<file path="src/rtl/bu2x_pkg.sv">
// Shared types and constants for the 2x bilinear upsampler.
// Used by every module under rtl; depends on nothing else.
`default_nettype none

package bu2x_pkg;

  localparam int MAX_WIDTH   = 2048;
  localparam int MAX_HEIGHT  = 2048;
  localparam int SAMPLE_BITS = 16;

  localparam int COL_BITS    = $clog2(MAX_WIDTH);
  localparam int ROW_BITS    = $clog2(MAX_HEIGHT);
  localparam int DIM_BITS    = 12;
  localparam int PLANE_BITS  = 16;
  localparam int COORD_BITS  = 12;
  localparam int SUM_BITS    = SAMPLE_BITS + 6;

  localparam int JOBQ_DEPTH    = 4;
  localparam int JOBQ_PTR_BITS = $clog2(JOBQ_DEPTH);

  localparam int APB_DATA_BITS = 32;
  localparam int APB_ADDR_BITS = 4;

  localparam logic [1:0] REG_IMAGE_WIDTH  = 2'd0;
  localparam logic [1:0] REG_IMAGE_HEIGHT = 2'd1;
  localparam logic [1:0] REG_PLANE_COUNT  = 2'd2;

  // Position of an output row or column relative to twice the source index.
  localparam logic [1:0] PHASE_BEFORE = 2'd0;
  localparam logic [1:0] PHASE_AT     = 2'd1;
  localparam logic [1:0] PHASE_AFTER  = 2'd2;

  typedef logic signed [SAMPLE_BITS-1:0] sample_t;

  typedef struct packed {
    sample_t             cur;
    sample_t             left;
    sample_t             up;
    sample_t             up_left;
    logic [ROW_BITS-1:0] row;
    logic [COL_BITS-1:0] col;
    logic                row_nz;
    logic                last_row;
    logic                col_nz;
    logic                last_col;
    logic                last_plane;
  } job_t;

  typedef struct packed {
    sample_t               value;
    logic [COORD_BITS-1:0] row;
    logic [COORD_BITS-1:0] col;
    logic                  run_last;
    logic                  plane_end;
    logic                  frame_done;
  } result_t;

endpackage

`default_nettype wire

</file>
<file path="src/rtl/bu2x_job_queue.sv">
// Short queue of jobs between the front end and the output engine.
// Uses the job type from bu2x_pkg.
`default_nettype none

module bu2x_job_queue (
  input  wire logic           clk,
  input  wire logic           rst,
  input  wire logic           in_valid,
  output logic                in_ready,
  input  wire bu2x_pkg::job_t in_job,
  output logic                out_valid,
  input  wire logic           out_pop,
  output bu2x_pkg::job_t      out_job
);

  bu2x_pkg::job_t                     entries [bu2x_pkg::JOBQ_DEPTH];
  logic [bu2x_pkg::JOBQ_PTR_BITS-1:0] wr_ptr;
  logic [bu2x_pkg::JOBQ_PTR_BITS-1:0] rd_ptr;
  logic [bu2x_pkg::JOBQ_PTR_BITS:0]   count;
  logic                               do_write;
  logic                               do_read;

  assign in_ready  = (count != (bu2x_pkg::JOBQ_PTR_BITS + 1)'(bu2x_pkg::JOBQ_DEPTH));
  assign out_valid = (count != '0);
  assign out_job   = entries[rd_ptr];
  assign do_write  = in_valid && in_ready;
  assign do_read   = out_pop && out_valid;

  always_ff @(posedge clk) begin
    if (do_write) begin
      entries[wr_ptr] <= in_job;
    end
  end

  always_ff @(posedge clk) begin
    if (rst) begin
      wr_ptr <= '0;
      rd_ptr <= '0;
      count  <= '0;
    end else begin
      if (do_write) begin
        wr_ptr <= wr_ptr + bu2x_pkg::JOBQ_PTR_BITS'(1);
      end
      if (do_read) begin
        rd_ptr <= rd_ptr + bu2x_pkg::JOBQ_PTR_BITS'(1);
      end
      if (do_write && !do_read) begin
        count <= count + (bu2x_pkg::JOBQ_PTR_BITS + 1)'(1);
      end else if (do_read && !do_write) begin
        count <= count - (bu2x_pkg::JOBQ_PTR_BITS + 1)'(1);
      end
    end
  end

endmodule

`default_nettype wire

</file>
<file path="config.mk">
export PLATFORM = sky130hd
export DESIGN_NAME = bu2x_job_queue
export DESIGN_NICKNAME = d
export VERILOG_FILES = /design/src/rtl/bu2x_pkg.sv /design/src/rtl/bu2x_job_queue.sv
export SDC_FILE = /design/constraint.sdc
export NUM_CORES = 1
export LEC_CHECK = 0
export BUFFER_PORTS_ARGS = -buffer_cell sky130_fd_sc_hd__buf_2
export CORE_MARGIN = 10
export CORE_UTILIZATION = 35
export CTS_BUF_LIST = sky130_fd_sc_hd__clkbuf_4 sky130_fd_sc_hd__clkbuf_8 sky130_fd_sc_hd__clkbuf_16
export CTS_CLUSTER_SIZE = 14
export DETAILED_ROUTE_END_ITERATION = 16
export PLACE_DENSITY_LB_ADDON = 0.2
export SYNTH_ARGS = -nofsm -noshare
export SYNTH_HDL_FRONTEND = slang
export SYNTH_SLANG_ARGS = --single-unit
</file>
<file path="constraint.sdc">
create_clock -name clk -period 4.4 [get_ports clk]
set_clock_uncertainty 0.15 [all_clocks]
set_input_delay 0.44 -clock clk [delete_from_list [all_inputs] [get_ports clk]]
set_output_delay 0.44 -clock clk [all_outputs]
set_load 0.03 [all_outputs]
</file>
==> run metrics, run 1 <==
final WL=29,300 um; Post-synth top flop=edfxtp_1; most frequent cell after synthesis=edfxtp_1; area fraction of the dominant cell type after synthesis=79.9%; grt ovf=0; Fmax achieved=~0.32 GHz; Util after Layout=between 40% and 50%; min-delay worst type=input port to flop; Yosys reg bits=373; Root Driver=clkbuf_16; ys async rst share=0%; core outline area=~39,000 sq um; number of global-route vias before repair=7,516; placed cell area=15,200 sq um; Setup Slack @ Placement=1680 ps; routed len/inst=~21 um; Final HPWL DP=between 15,000 and 20,000 um; Slew @ Worst Pin=760 ps; top cells by area, synth=edfxtp_1 80%, mux4_2 15%, buf_12 1.3%; total power draw=10.6 mW; Clock Sinks=373; crit-path max cell delay=about 700 ps; antenna violations before repair=4; number of fill cells=3,250; Syn Std Cell Area=about 14,000 sq um; Starting Density=35.4%; Max Root-Sink Buffers=3; CTS buffer count=39; gpl congestion=0.709; post-synth cell types=23; Post-DRT Antenna Nets=0; Final #Nets=930; # setup viols final=0; Critical R2R Launch=count[0]; vias=6,475; Critical Path AT=2560 ps; Syn Nets=~620; IO Count=188; Avg Cell Area, Syn=26.2 sq um; critical path fanouts, max=26; setup TNS=0 ps; Synth Warn #=0; Crit-path slowest cell=dfxtp_4; largest net degree at the start of global routing=48; TritonCTS clock tree=done; H-tree levels=2; register area share after synthesis=81.2%; area grow syn2layout=27.0%; Die Area=47,400 sq um; EDFF count, synth=between 300 and 400; M1 WL=12,100 um; worst hold slack=67.9 ps; share of cells above drive strength 1=a little over two fifths; cell taking the most area after synthesis=edfxtp_1; unrepaired setup endpoints after global routing=false; Initial DRT Pass Iterations=4; CP required=3810 ps; most instantiated cells after synthesis=364 x edfxtp_1, 91 x mux4_2, 9 x buf_12, 9 x buf_2, 9 x dfxtp_1; final instance area=between 15,000 and 20,000 sq um; CTS resizes=0; dpl cells=1,215; fin crit period=3150 ps; kind of critical path=flop to primary output; DR top layer=met5; CP Capture Type=primary output; Lkg Pwr=between 5 and 6 nW; non-filler instance count after layout=1,378; global-route wire length before repair=44,900 um; hold path startpoint=rst; routed length on met3=about 1500 um; period utilization=71.5%; Final Hold Fails=0; Final Worst Setup Slack=1250 ps; CP Cell Sequence=buf_4 > mux4_2 > buf_2; row cnt=72; GRT Resource Usage Total=12.3%; detailed router's first-iteration violation count=305; CP startpoint kind=flop; max-slew violation count=0; Clock Latency Late Sink=about 530 ps; worst vdd ir=0.000289 V; Setup Buffers After CTS=0; Die W=between 200 and 250 um; chip height=218 um; Vias/cell=roughly 4.7; Reg clk slew, reported paths=60 ps; max cap viols=0; IO Port Bufs=approximately 190; outcome=finished, final reports clean; pwr dens=approximately 610 nW/um^2; Syn Inst Count=523; Relative slew margins=49.3%; hold_buf cts=91; met2 WL=15,100 um; Remaining DRCs=0
[cell type report]
class / instances / area (sq um) / share of cell area (%)
clock inverter: 21 / 241 / 1.39
clock buffer: 48 / 1060 / 6.10
multi-input combinational: 126 / 2330 / 13.4
antenna: 3 / 7.51 / 0.0432
tap: 518 / 648 / 3.73
sequential: 373 / 11100 / 63.9
timing repair buffer: 286 / 1970 / 11.3
inverter: 3 / 11.3 / 0.0648
[cell usage in the layout, fill, tap and decap left out]
master / instances
buf_4: 3
bufinv_16: 5
clkinvlp_4: 1
buf_12: 5
a21boi_2: 1
buf_2: 187
dfxtp_1: 7
o21ai_0: 1
ha_1: 5
clkinv_2: 8
clkbuf_4: 8
nor2_1: 8
xor2_1: 4
dlygate4sd3_1: 91
mux4_2: 91
o311ai_0: 1
clkbuf_16: 40
a21oi_1: 1
inv_1: 3
dfxtp_4: 2
edfxtp_1: 364
inv_6: 1
mux2_2: 1
o31ai_1: 1
or3_1: 2
clkinv_1: 5
fa_1: 1
clkinv_8: 1
mux2i_1: 2
nand2_1: 1
nand2b_1: 2
diode_2: 3
and2_4: 4
[per-layer routing]
layer  track usage, %  vias to the layer above
met1             15.2                     3402
met4             3.86                        2
met3             2.94                       53
met2             21.0                      157
li1                 -                     2861
met5                0                        -
[cells by family after synthesis]
family                   Yosys count  share of synthesized area [%]
AND/OR/NAND/NOR                   17                          0.612
multiplexers                      94                           15.2
adder cells (fa/ha/maj)            6                          0.603
XOR/XNOR                           4                          0.256
buffers and inverters             24                           1.87
AO/OA/AOI/OAI                      5                          0.274
flip-flops                       373                           81.2
[state kept, by name (all words and copies together), names as in the netlist, named ones only]
register,flops
wr_ptr,2
entries,364
rd_ptr,2
count,3
[power breakdown]
part | internal (mW) | leakage (nW) | switching [mW]
Clock | 2.01 | 0.651 | 1.28
Sequential | 4.32 | 3.41 | 0.187
Combinational | 1.07 | 1.79 | 1.75
[final timing paths]
kind / endpoint / slack, ps / depth (start not counted)
max reg2reg: entries[3][14] / 1790 / 4
min: rd_ptr[0] / 70 / 2
max: out_job[15] / 1250 / 3
min reg2reg: flop / 380 / 2
[worst max-delay path: cells and delay by family (launching register included)]
kind	cells	cell delay, ps
buffers and inverters	2	720
muxes	1	570
DFF	1	700
No activity file was read; power rests on OpenSTA's default activity.
==> run 2, diff against run 1 <==
==> constraint.sdc (replaced) <==
create_clock -name clk -period 2.7 [get_ports clk]
set_clock_uncertainty 0.15 [all_clocks]
set_input_delay 0.27 -clock clk [delete_from_list [all_inputs] [get_ports clk]]
set_output_delay 0.27 -clock clk [all_outputs]
set_load 0.03 [all_outputs]
==> run 2 against run 1 <==
Against the previous run: register-to-register slack got worse by 1400 ps; global-route usage grew 0.13 points; clock-buffer cell count increased by 5; critical path depth is 1 higher; first-iteration DRC count is 4.3% higher; non-clock buffer count up 22; utilization grew 0.88 points; combinational power increased by 78%; routed wire length fell by 0.37%; via count is 0.54% higher; die area is the same; critical path type unchanged; largest power group unchanged.
==> run metrics, run 2 (synthesis gave the netlist of run 1 again) <==
outcome=finished, final reports clean; Initial DRT Pass Iterations=4; Final HPWL DP=18,100 um; largest net degree at the start of global routing=48; grt ovf=0; Lkg Pwr=6.02 nW; chip height=roughly 220 um; max-slew violation count=0; Fmax achieved=0.408 GHz; setup TNS=0 ps; Final #Nets=954; Largest register FFs=364; number of fill cells=3,222; Post-DRT Antenna Nets=0; fin crit period=2450 ps; routed len/inst=between 20 and 25 um; Regs by FF count=entries: 364 flops, count: 3 flops; CP startpoint kind=flop; Vias/cell=approximately 4.6; Critical Path AT=approximately 2000 ps; Clock Latency Late Sink=550 ps; vias=6,510; Max Root-Sink Buffers=3; max cap viols=0; Hold Crit Endpoint=wr_ptr[1]; min-delay worst type=input port to flop; Critical R2R Launch=count[0]; Clock Sinks=373; H-tree levels=2; period utilization=90.7%; CP Cell Sequence=buf_4 > buf_12 > mux4_2 > buf_2; kind of critical path=flop to primary output; capturing point of the worst reg2reg path=count[2]; TritonCTS clock tree=done; IO Count=around 190; CP required=roughly 2300 ps; GRT Resource Usage Total=12.5%; number of global-route vias before repair=7,645; CP Capture Type=primary output; core outline area=38,600 sq um; global-route wire length before repair=44,900 um; CTS buffer count=roughly 40; Die W=218 um; Reg clk slew, reported paths=60 ps; Final Hold Fails=0; Slew @ Worst Pin=446 ps; worst hold slack=129 ps; final WL=29,200 um; area grow syn2layout=29.5%; Root Driver=clkbuf_16; Worst Hold Path Cells=4; IO Port Bufs=187; worst vdd ir=0.000527 V; crit-path max cell delay=between 500 and 600 ps; critical path fanouts, max=12; # setup viols final=0; register-to-register setup slack=350 ps; Relative slew margins=70.3%; commonest non-fill, non-tap cell in the layout=edfxtp_1; antenna violations before repair=2; share of cells above drive strength 1=between 40% and 50%; gpl congestion=0.749; pwr dens=996 nW/um^2; total power draw=17.7 mW; detailed router's first-iteration violation count=between 300 and 400; unrepaired setup endpoints after global routing=false; row cnt=72; hold path startpoint=in_valid; Die Area=~47,000 sq um; Remaining DRCs=0; Crit-path slowest cell=mux4_2; worst r2r path cells=7; most frequent cells in the layout=364 x edfxtp_1, 187 x buf_2, 94 x dlygate4sd3_1; Largest Register=entries; Starting Density=between 30 and 40%
==> run 2: how the worst max path moves through the flow <==
stage	slack, ps	end	startpoint
after floorplan	170	entries[0][0]	count[0]
after global placement	490	count[2]	count[0]
after detailed placement	370	count[2]	count[0]
after CTS	5	out_job[23]	flop
after global routing	160	out_job[89]	flop
final	250	out_job[39]	flop
==> run 2: stage by stage <==
stage,cell area (sq um),util [%],cells,worst slack [ps]
6_report,17700,45.9,1404,250
5_1_grt,17700,45.9,1404,161
4_1_cts,17700,45.7,1397,4.78
3_5_place_dp,15400,39.8,1228,369
3_3_place_gp,15400,39.8,1228,492
2_1_floorplan,13700,-,523,173
==> run 2: timing repair <==
action | CTS | global route
hold endpoints to repair | 373 | 0
hold buffers | 94 | 0
resized for setup | 0 | 0
setup endpoints to repair | 78 | 3
cloned | 0 | 0
setup buffers | 1 | 5
==> run 2: cell type report <==
cell class	instances	area (sq um)	share of cell area, %
sequential	373	11100	62.7
multi-input combinational	126	2330	13.1
timing repair buffer	308	2290	12.9
clock buffer	53	1150	6.49
tap	518	648	3.66
clock inverter	21	176	0.995
inverter	3	11.3	0.0635
antenna	2	5.00	0.0282
==> run 2: per-layer routing <==
metal,GRT usage (%),wire length (um),vias up
li1,-,-,2916
met1,14.4,11600,3403
met2,21.6,15300,145
met3,3.37,1570,46
met4,5.00,665,0
met5,0,0,-
==> run 2: where the power goes <==
group / switching [mW] / internal, mW / total [mW]
registers: 0.158 / 7.03 / 7.19
logic: 3.03 / 2.01 / 5.05
clock network: 2.14 / 3.29 / 5.43
==> run 2: worst max-delay path: cells and delay by family (launching register included) <==
kind	cells	cell delay, ps
multiplexers	1	520
buffers and inverters	3	580
flip-flops	1	370
