### src/rtl/bu2x_pkg.sv
// Shared types and constants for the 2x bilinear upsampler.
// Used by every module under rtl; depends on nothing else.
`default_nettype none

package bu2x_pkg;

  localparam int MAX_WIDTH   = 2048;
  localparam int MAX_HEIGHT  = 2048;
  localparam int SAMPLE_BITS = 16;

  localparam int COL_BITS    = $clog2(MAX_WIDTH);
  localparam int ROW_BITS    = $clog2(MAX_HEIGHT);
  localparam int DIM_BITS    = 12;
  localparam int PLANE_BITS  = 16;
  localparam int COORD_BITS  = 12;
  localparam int SUM_BITS    = SAMPLE_BITS + 6;

  localparam int JOBQ_DEPTH    = 4;
  localparam int JOBQ_PTR_BITS = $clog2(JOBQ_DEPTH);

  localparam int APB_DATA_BITS = 32;
  localparam int APB_ADDR_BITS = 4;

  localparam logic [1:0] REG_IMAGE_WIDTH  = 2'd0;
  localparam logic [1:0] REG_IMAGE_HEIGHT = 2'd1;
  localparam logic [1:0] REG_PLANE_COUNT  = 2'd2;

  // Position of an output row or column relative to twice the source index.
  localparam logic [1:0] PHASE_BEFORE = 2'd0;
  localparam logic [1:0] PHASE_AT     = 2'd1;
  localparam logic [1:0] PHASE_AFTER  = 2'd2;

  typedef logic signed [SAMPLE_BITS-1:0] sample_t;

  typedef struct packed {
    sample_t             cur;
    sample_t             left;
    sample_t             up;
    sample_t             up_left;
    logic [ROW_BITS-1:0] row;
    logic [COL_BITS-1:0] col;
    logic                row_nz;
    logic                last_row;
    logic                col_nz;
    logic                last_col;
    logic                last_plane;
  } job_t;

  typedef struct packed {
    sample_t               value;
    logic [COORD_BITS-1:0] row;
    logic [COORD_BITS-1:0] col;
    logic                  run_last;
    logic                  plane_end;
    logic                  frame_done;
  } result_t;

endpackage

`default_nettype wire

### src/rtl/bu2x_back.sv
// Output engine: walks the output rows and columns of each job, blends the
// 2x2 window and buffers results in a two-entry queue. Uses bu2x_pkg.
`default_nettype none

module bu2x_back (
  input  wire logic           clk,
  input  wire logic           rst,
  input  wire logic           job_valid,
  input  wire bu2x_pkg::job_t job,
  output logic                job_pop,
  input  wire logic           pop,
  output logic                empty,
  output bu2x_pkg::result_t   result
);

  logic [1:0]        row_off;
  logic [1:0]        col_off;
  logic [1:0]        row_phase;
  logic [1:0]        col_phase;
  logic              row_done;
  logic              col_done;
  logic              row_near_cur;
  logic              row_far_cur;
  logic              col_near_cur;
  logic              col_far_cur;
  logic              emit;
  bu2x_pkg::sample_t a;
  bu2x_pkg::sample_t b;
  bu2x_pkg::sample_t c;
  bu2x_pkg::sample_t d;
  logic signed [bu2x_pkg::SUM_BITS-1:0] ax;
  logic signed [bu2x_pkg::SUM_BITS-1:0] bx;
  logic signed [bu2x_pkg::SUM_BITS-1:0] cx;
  logic signed [bu2x_pkg::SUM_BITS-1:0] dx;
  logic signed [bu2x_pkg::SUM_BITS-1:0] sum;
  bu2x_pkg::result_t new_result;

  bu2x_pkg::result_t obuf [2];
  logic              owr;
  logic              ord;
  logic [1:0]        ocount;
  logic              do_pop;

  function automatic bu2x_pkg::sample_t pick(input bu2x_pkg::job_t j, input logic row_cur,
                                             input logic col_cur);
    bu2x_pkg::sample_t v;
    unique case ({row_cur, col_cur})
      2'b11:   v = j.cur;
      2'b10:   v = j.left;
      2'b01:   v = j.up;
      default: v = j.up_left;
    endcase
    return v;
  endfunction

  assign row_phase = row_off + (job.row_nz ? bu2x_pkg::PHASE_BEFORE : bu2x_pkg::PHASE_AT);
  assign col_phase = col_off + (job.col_nz ? bu2x_pkg::PHASE_BEFORE : bu2x_pkg::PHASE_AT);
  assign row_done  = row_phase == (job.last_row ? bu2x_pkg::PHASE_AFTER : bu2x_pkg::PHASE_AT);
  assign col_done  = col_phase == (job.last_col ? bu2x_pkg::PHASE_AFTER : bu2x_pkg::PHASE_AT);

  assign row_near_cur = (row_phase != bu2x_pkg::PHASE_BEFORE);
  assign row_far_cur  = (row_phase != bu2x_pkg::PHASE_AT) || !job.row_nz;
  assign col_near_cur = (col_phase != bu2x_pkg::PHASE_BEFORE);
  assign col_far_cur  = (col_phase != bu2x_pkg::PHASE_AT) || !job.col_nz;

  assign a = pick(job, row_near_cur, col_near_cur);
  assign b = pick(job, row_near_cur, col_far_cur);
  assign c = pick(job, row_far_cur, col_near_cur);
  assign d = pick(job, row_far_cur, col_far_cur);

  assign ax  = bu2x_pkg::SUM_BITS'(a);
  assign bx  = bu2x_pkg::SUM_BITS'(b);
  assign cx  = bu2x_pkg::SUM_BITS'(c);
  assign dx  = bu2x_pkg::SUM_BITS'(d);
  assign sum = (ax <<< 3) + ax + (bx <<< 1) + bx + (cx <<< 1) + cx + dx
               + bu2x_pkg::SUM_BITS'(8);

  always_comb begin
    new_result.value      = sum[bu2x_pkg::SAMPLE_BITS+3:4];
    new_result.row        = {job.row, 1'b0} + bu2x_pkg::COORD_BITS'(row_phase)
                            - bu2x_pkg::COORD_BITS'(1);
    new_result.col        = {job.col, 1'b0} + bu2x_pkg::COORD_BITS'(col_phase)
                            - bu2x_pkg::COORD_BITS'(1);
    new_result.run_last   = row_done && col_done;
    new_result.plane_end  = row_done && col_done && job.last_row && job.last_col;
    new_result.frame_done = row_done && col_done && job.last_row && job.last_col
                            && job.last_plane;
  end

  assign emit    = job_valid && (ocount != 2'd2);
  assign job_pop = emit && row_done && col_done;
  assign do_pop  = pop && (ocount != 2'd0);
  assign empty   = (ocount == 2'd0);
  assign result  = obuf[ord];

  always_ff @(posedge clk) begin
    if (emit) begin
      obuf[owr] <= new_result;
    end
  end

  always_ff @(posedge clk) begin
    if (rst) begin
      row_off <= '0;
      col_off <= '0;
      owr     <= 1'b0;
      ord     <= 1'b0;
      ocount  <= '0;
    end else begin
      if (emit) begin
        owr <= !owr;
        if (col_done) begin
          col_off <= '0;
          row_off <= row_done ? 2'd0 : row_off + 2'd1;
        end else begin
          col_off <= col_off + 2'd1;
        end
      end
      if (do_pop) begin
        ord <= !ord;
      end
      if (emit && !do_pop) begin
        ocount <= ocount + 2'd1;
      end else if (do_pop && !emit) begin
        ocount <= ocount - 2'd1;
      end
    end
  end

endmodule

`default_nettype wire
### config.mk
export PLATFORM = sky130hd
export DESIGN_NAME = bu2x_back
export DESIGN_NICKNAME = d
export VERILOG_FILES = /design/src/rtl/bu2x_pkg.sv /design/src/rtl/bu2x_back.sv
export SDC_FILE = /design/constraint.sdc
export NUM_CORES = 1
export LEC_CHECK = 0
export BUFFER_PORTS_ARGS = -buffer_cell sky130_fd_sc_hd__buf_2
export CORE_UTILIZATION = 30
export DETAILED_ROUTE_END_ITERATION = 6
export PLACE_DENSITY_LB_ADDON = 0.12
export SYNTH_ARGS = -nofsm -noshare
export SYNTH_HDL_FRONTEND = slang
export SYNTH_SLANG_ARGS = --single-unit
### constraint.sdc
create_clock -name clk -period 9.8 [get_ports clk]
set_input_delay 1.47 -clock clk [delete_from_list [all_inputs] [get_ports clk]]
set_output_delay 1.47 -clock clk [all_outputs]
set_load 0.005 [all_outputs]
==> summary.md <==
## Synth
• sky130_fd_sc_hd__inv_1 — most instantiated library cell after synthesis
• 0.0614 — fraction of the mapped netlist area in simple logic gates
• 0.0602 — compound-cell area share of the yosys netlist
• 0 — Syn. warnings
• 9210 µm² — post-synth design cell area
• sky130_fd_sc_hd__edfxtp_1 28%, sky130_fd_sc_hd__fa_1 17%, sky130_fd_sc_hd__ha_1 8.4%, sky130_fd_sc_hd__mux4_2 8.1%, sky130_fd_sc_hd__inv_1 7.1% — main area contributors after synthesis
• 797 — Mapped Cells
• 0.280 — share of the synthesized area in the top cell type
• sky130_fd_sc_hd__edfxtp_1 — post-synthesis cell type with the largest combined area
• 95 — number of synthesized register bits
• 86 — number of synthesized flops with an enable pin
• sky130_fd_sc_hd__edfxtp_1 — most instantiated flip-flop cell in the synthesis netlist
• 0.300 — post-synthesis sequential area ratio
• 59 — number of different library cells in the post-synthesis netlist
• 0.202 — share of cell area taken by muxes after synthesis
• 0 — share of async-settable or async-resettable flops after synthesis
• 175 x sky130_fd_sc_hd__inv_1, 86 x sky130_fd_sc_hd__edfxtp_1, 80 x sky130_fd_sc_hd__fa_1, 62 x sky130_fd_sc_hd__ha_1, 53 x sky130_fd_sc_hd__mux2i_1 — commonest cells in the synthesized netlist
• 0.0392 — share of the synthesized netlist area taken by xor and xnor gates
• 11.6 µm² — post-synthesis average cell area
• 0.258 — Adder-Cell Fraction of Synth Area
• 1034 — post-synth net total
• adder cells — largest family of logic cells by synthesized area

## Min path
• flip-flop to flip-flop — Hold/Removal Path Class
• 2 — Worst Hold Path Cells
• col_off[1] — Hold Path End
• col_off[1] — launch instance of the worst min-delay path

## Run
• 0 — maxcap violations

## Timing
• 0 — fin. max-slew vios
• 0 ps — Total Neg Setup Slack
• 0.131 GHz — highest attainable clock frequency
• 852 ps — Slew @ Worst Pin
• 0 — number of failing setup endpoints in the final timing report
• 7610 ps — Tmin final
• 0.776 — period utilization
• 0.428 — worst slew slack as a fraction of its limit
• 0 — Hold Fails Final Rpt
• false — RSZ-0062 raised after global routing
• 7.89 ps — final worst clock skew

## GRT
• 0 — total congestion overflow after global routing
• 30 — largest net degree at the start of global routing
• 0 — number of antenna violations at the first check in global routing
• 6418 — number of global-route vias before repair
• 0.134 — Global Route Usage Sum
• 32900 µm — first-pass GRT wire length

## Route
• 231 — iteration-0 DRC count of the detailed router
• 0 — DRC errors left
• 4.56 — average via count per standard cell
• 4 — first-pass iteration count of the detailed router
• 15.2 µm — wire length per cell
• 0 — antenna viol nets, final
• 6078 — Via Count
• 20300 µm — detailed-route wire length

## Final layout
• 0 — count of inserted antenna diode cells
• 1175 — Net count, final
• 5750 µm² — area of the multi-input gates
• 16.2% — layout overhead on the synthesized area
• 2760 µm² — Sequential cell area
• 0.273 — ratio of cells with drive above 1 in the final layout
• 10700 µm² — area of all placed cells without fillers
• 1332 — Post-Layout Cell Count
• 3021 — # fillers

## Floorplan
• 140 — I/O pin count
• 63 — number of rows in the core area
• 31400 µm² — DIE AREA
• 30000 µm² — total core area
• 0.308 — effective utilization at floorplan
• 177 µm — width of the chip
• 177 µm — Die Span Y

## Placed design
• 0.734 — global placement routability congestion
• 1317 — total instance count after detailed placement
• 16600 µm — post-detail-place hpwl
• 10400 µm² — area after detailed placement
• 139 — I/O Buffers

## Clock network
• built — clock tree from TritonCTS
• 340 ps — worst-skew pair later-pin latency
• 3 — H-tree levels
• sky130_fd_sc_hd__clkbuf_16 — clock tree root buffer cell
• 0 — count of buffers added by post-CTS timing repair for setup
• 95 — clk sinks
• 0 — CTS-repair resized insts
• 2 — maximum clock path buffer count
• 9 — clock buffer count from CTS
• 60 ps — Clock transition at path regs
• 0 — Post-CTS Hold Fix Bufs

## Worst setup path
• 4 — CP bufs+invs
• obuf[0][40] — worst reg2reg path endpoint
• 24 — total stage count of the critical path
• 660 ps — stage delay of the slowest cell on the critical path
• input port — Critical Path Start Type
• flip-flop — endpoint class of the critical path
• 18 — largest fanout of any net on the critical path
• 7690 ps — worst path arrival time
• adder cells — Crit path max-delay family
• 3170 ps — register-to-register setup slack
• buf_2 > inv_1 > ha_1 > xor2_2 > nor2_4 > mux4_2 > xor2_1 > ha_1 > a21o_1 > fa_1 > inv_1 > fa_1 > inv_1 > ha_1 > nor4b_1 > nand2_1 > fa_1 > nor2b_1 > o31a_1 > o211ai_1 > a211o_1 > a21oi_1 > nor4_1 > nand3b_1 — ordered cell list for the critical path
• col_off[0] — reg-to-reg startpoint
• 9880 ps — required time of the worst setup path
• input port to flip-flop — Crit Path Category
• sky130_fd_sc_hd__mux4_2 — slowest cell on the critical path
• 22 — cells on worst reg2reg path

## Outcome
• finished, final reports clean — status

[routing by layer]
| metal | GRT usage | routed length (µm) |
|---|---|---|
| met1 | 0.182 | 9890 |
| met2 | 0.225 | 9500 |
| met3 | 0.0174 | 688 |
| met4 | 0.0313 | 178 |
| met5 | 0 | 0 |
[flip-flops by register name (all words and copies together) (netlist names), named ones only]
name,cells
col_off,2
obuf,86
ocount,2
ord,1
owr,1
row_off,2
[final cells by class]
cell class	instances	share of cell area
clock buffer	10	0.0214
clock inverter	5	0.00468
inverter	175	0.0614
multi-input combinational	509	0.537
sequential	95	0.258
tap	390	0.0456
timing repair buffer	148	0.0713
[per-stage QoR]
step	util	setup WS [ps]	hold WS, ps
finish	0.357	2190	500
global route	0.357	1750	537
CTS	0.357	2090	507
detailed placement	0.348	1720	499
floorplan	-	2420	472
global placement	0.348	1910	491
[layout by cell type, fill, tap and decap left out, drive strengths merged, types with 3 or more instances in the layout]
| master | Yosys | layout |
|---|---|---|
| a21boi | 3 | 3 |
| nand2 | 19 | 19 |
| a211oi | 3 | 3 |
| and2 | 4 | 4 |
| nor2 | 24 | 24 |
| xnor2 | 22 | 22 |
| nor2b | 7 | 7 |
| nand3b | 4 | 4 |
| fa | 80 | 80 |
| nand4 | 3 | 3 |
| a31oi | 4 | 4 |
| and3 | 3 | 3 |
| buf | 9 | 148 |
| mux4 | 33 | 33 |
| dfxtp | 9 | 9 |
| a2111oi | 3 | 3 |
| or3 | 4 | 4 |
| o21ai | 19 | 19 |
| nor3 | 9 | 9 |
| clkinv | 0 | 4 |
| clkbuf | 9 | 10 |
| inv | 175 | 175 |
| nor4 | 4 | 4 |
| nand3 | 6 | 6 |
| mux2 | 52 | 52 |
| edfxtp | 86 | 86 |
| ha | 62 | 62 |
| mux2i | 53 | 53 |
| a21o | 9 | 9 |
| nand2b | 8 | 8 |
| o21a | 3 | 3 |
| o211ai | 3 | 3 |
| xor2 | 15 | 15 |
| a21oi | 28 | 28 |
[kinds of logic (layout without fill, tap and decap cells)]
group | after synthesis | count (layout)
buffers and inverters | 193 | 338
adder cells (fa/ha/maj) | 142 | 142
multiplexers | 138 | 138
AND/OR/NAND/NOR | 104 | 104
flip-flops | 95 | 95
AO/OA/AOI/OAI | 87 | 87
XOR/XNOR | 38 | 38
[worst max-delay path by stage]
stage | slack [ps] | start | to
global placement | 1910 | job[2] | obuf[0][40]
finish | 2190 | job[2] | obuf[0][40]
CTS | 2090 | job[2] | obuf[0][40]
floorplan | 2420 | job[4] | obuf[0][40]
global route | 1750 | job[2] | obuf[0][40]
detailed placement | 1720 | job[2] | obuf[1][40]
[tightest hold or removal path: cells and delay by family (launching register included)]
kind | cells | cell delay, ps
AND/OR/NAND/NOR | 1 | 60
AO/OA/AOI/OAI | 1 | 50
flip-flops | 1 | 340
Power is left out: the tool's default activity adds up to more than one toggle a clock period on the data nets, which glitch-free logic cannot reach.
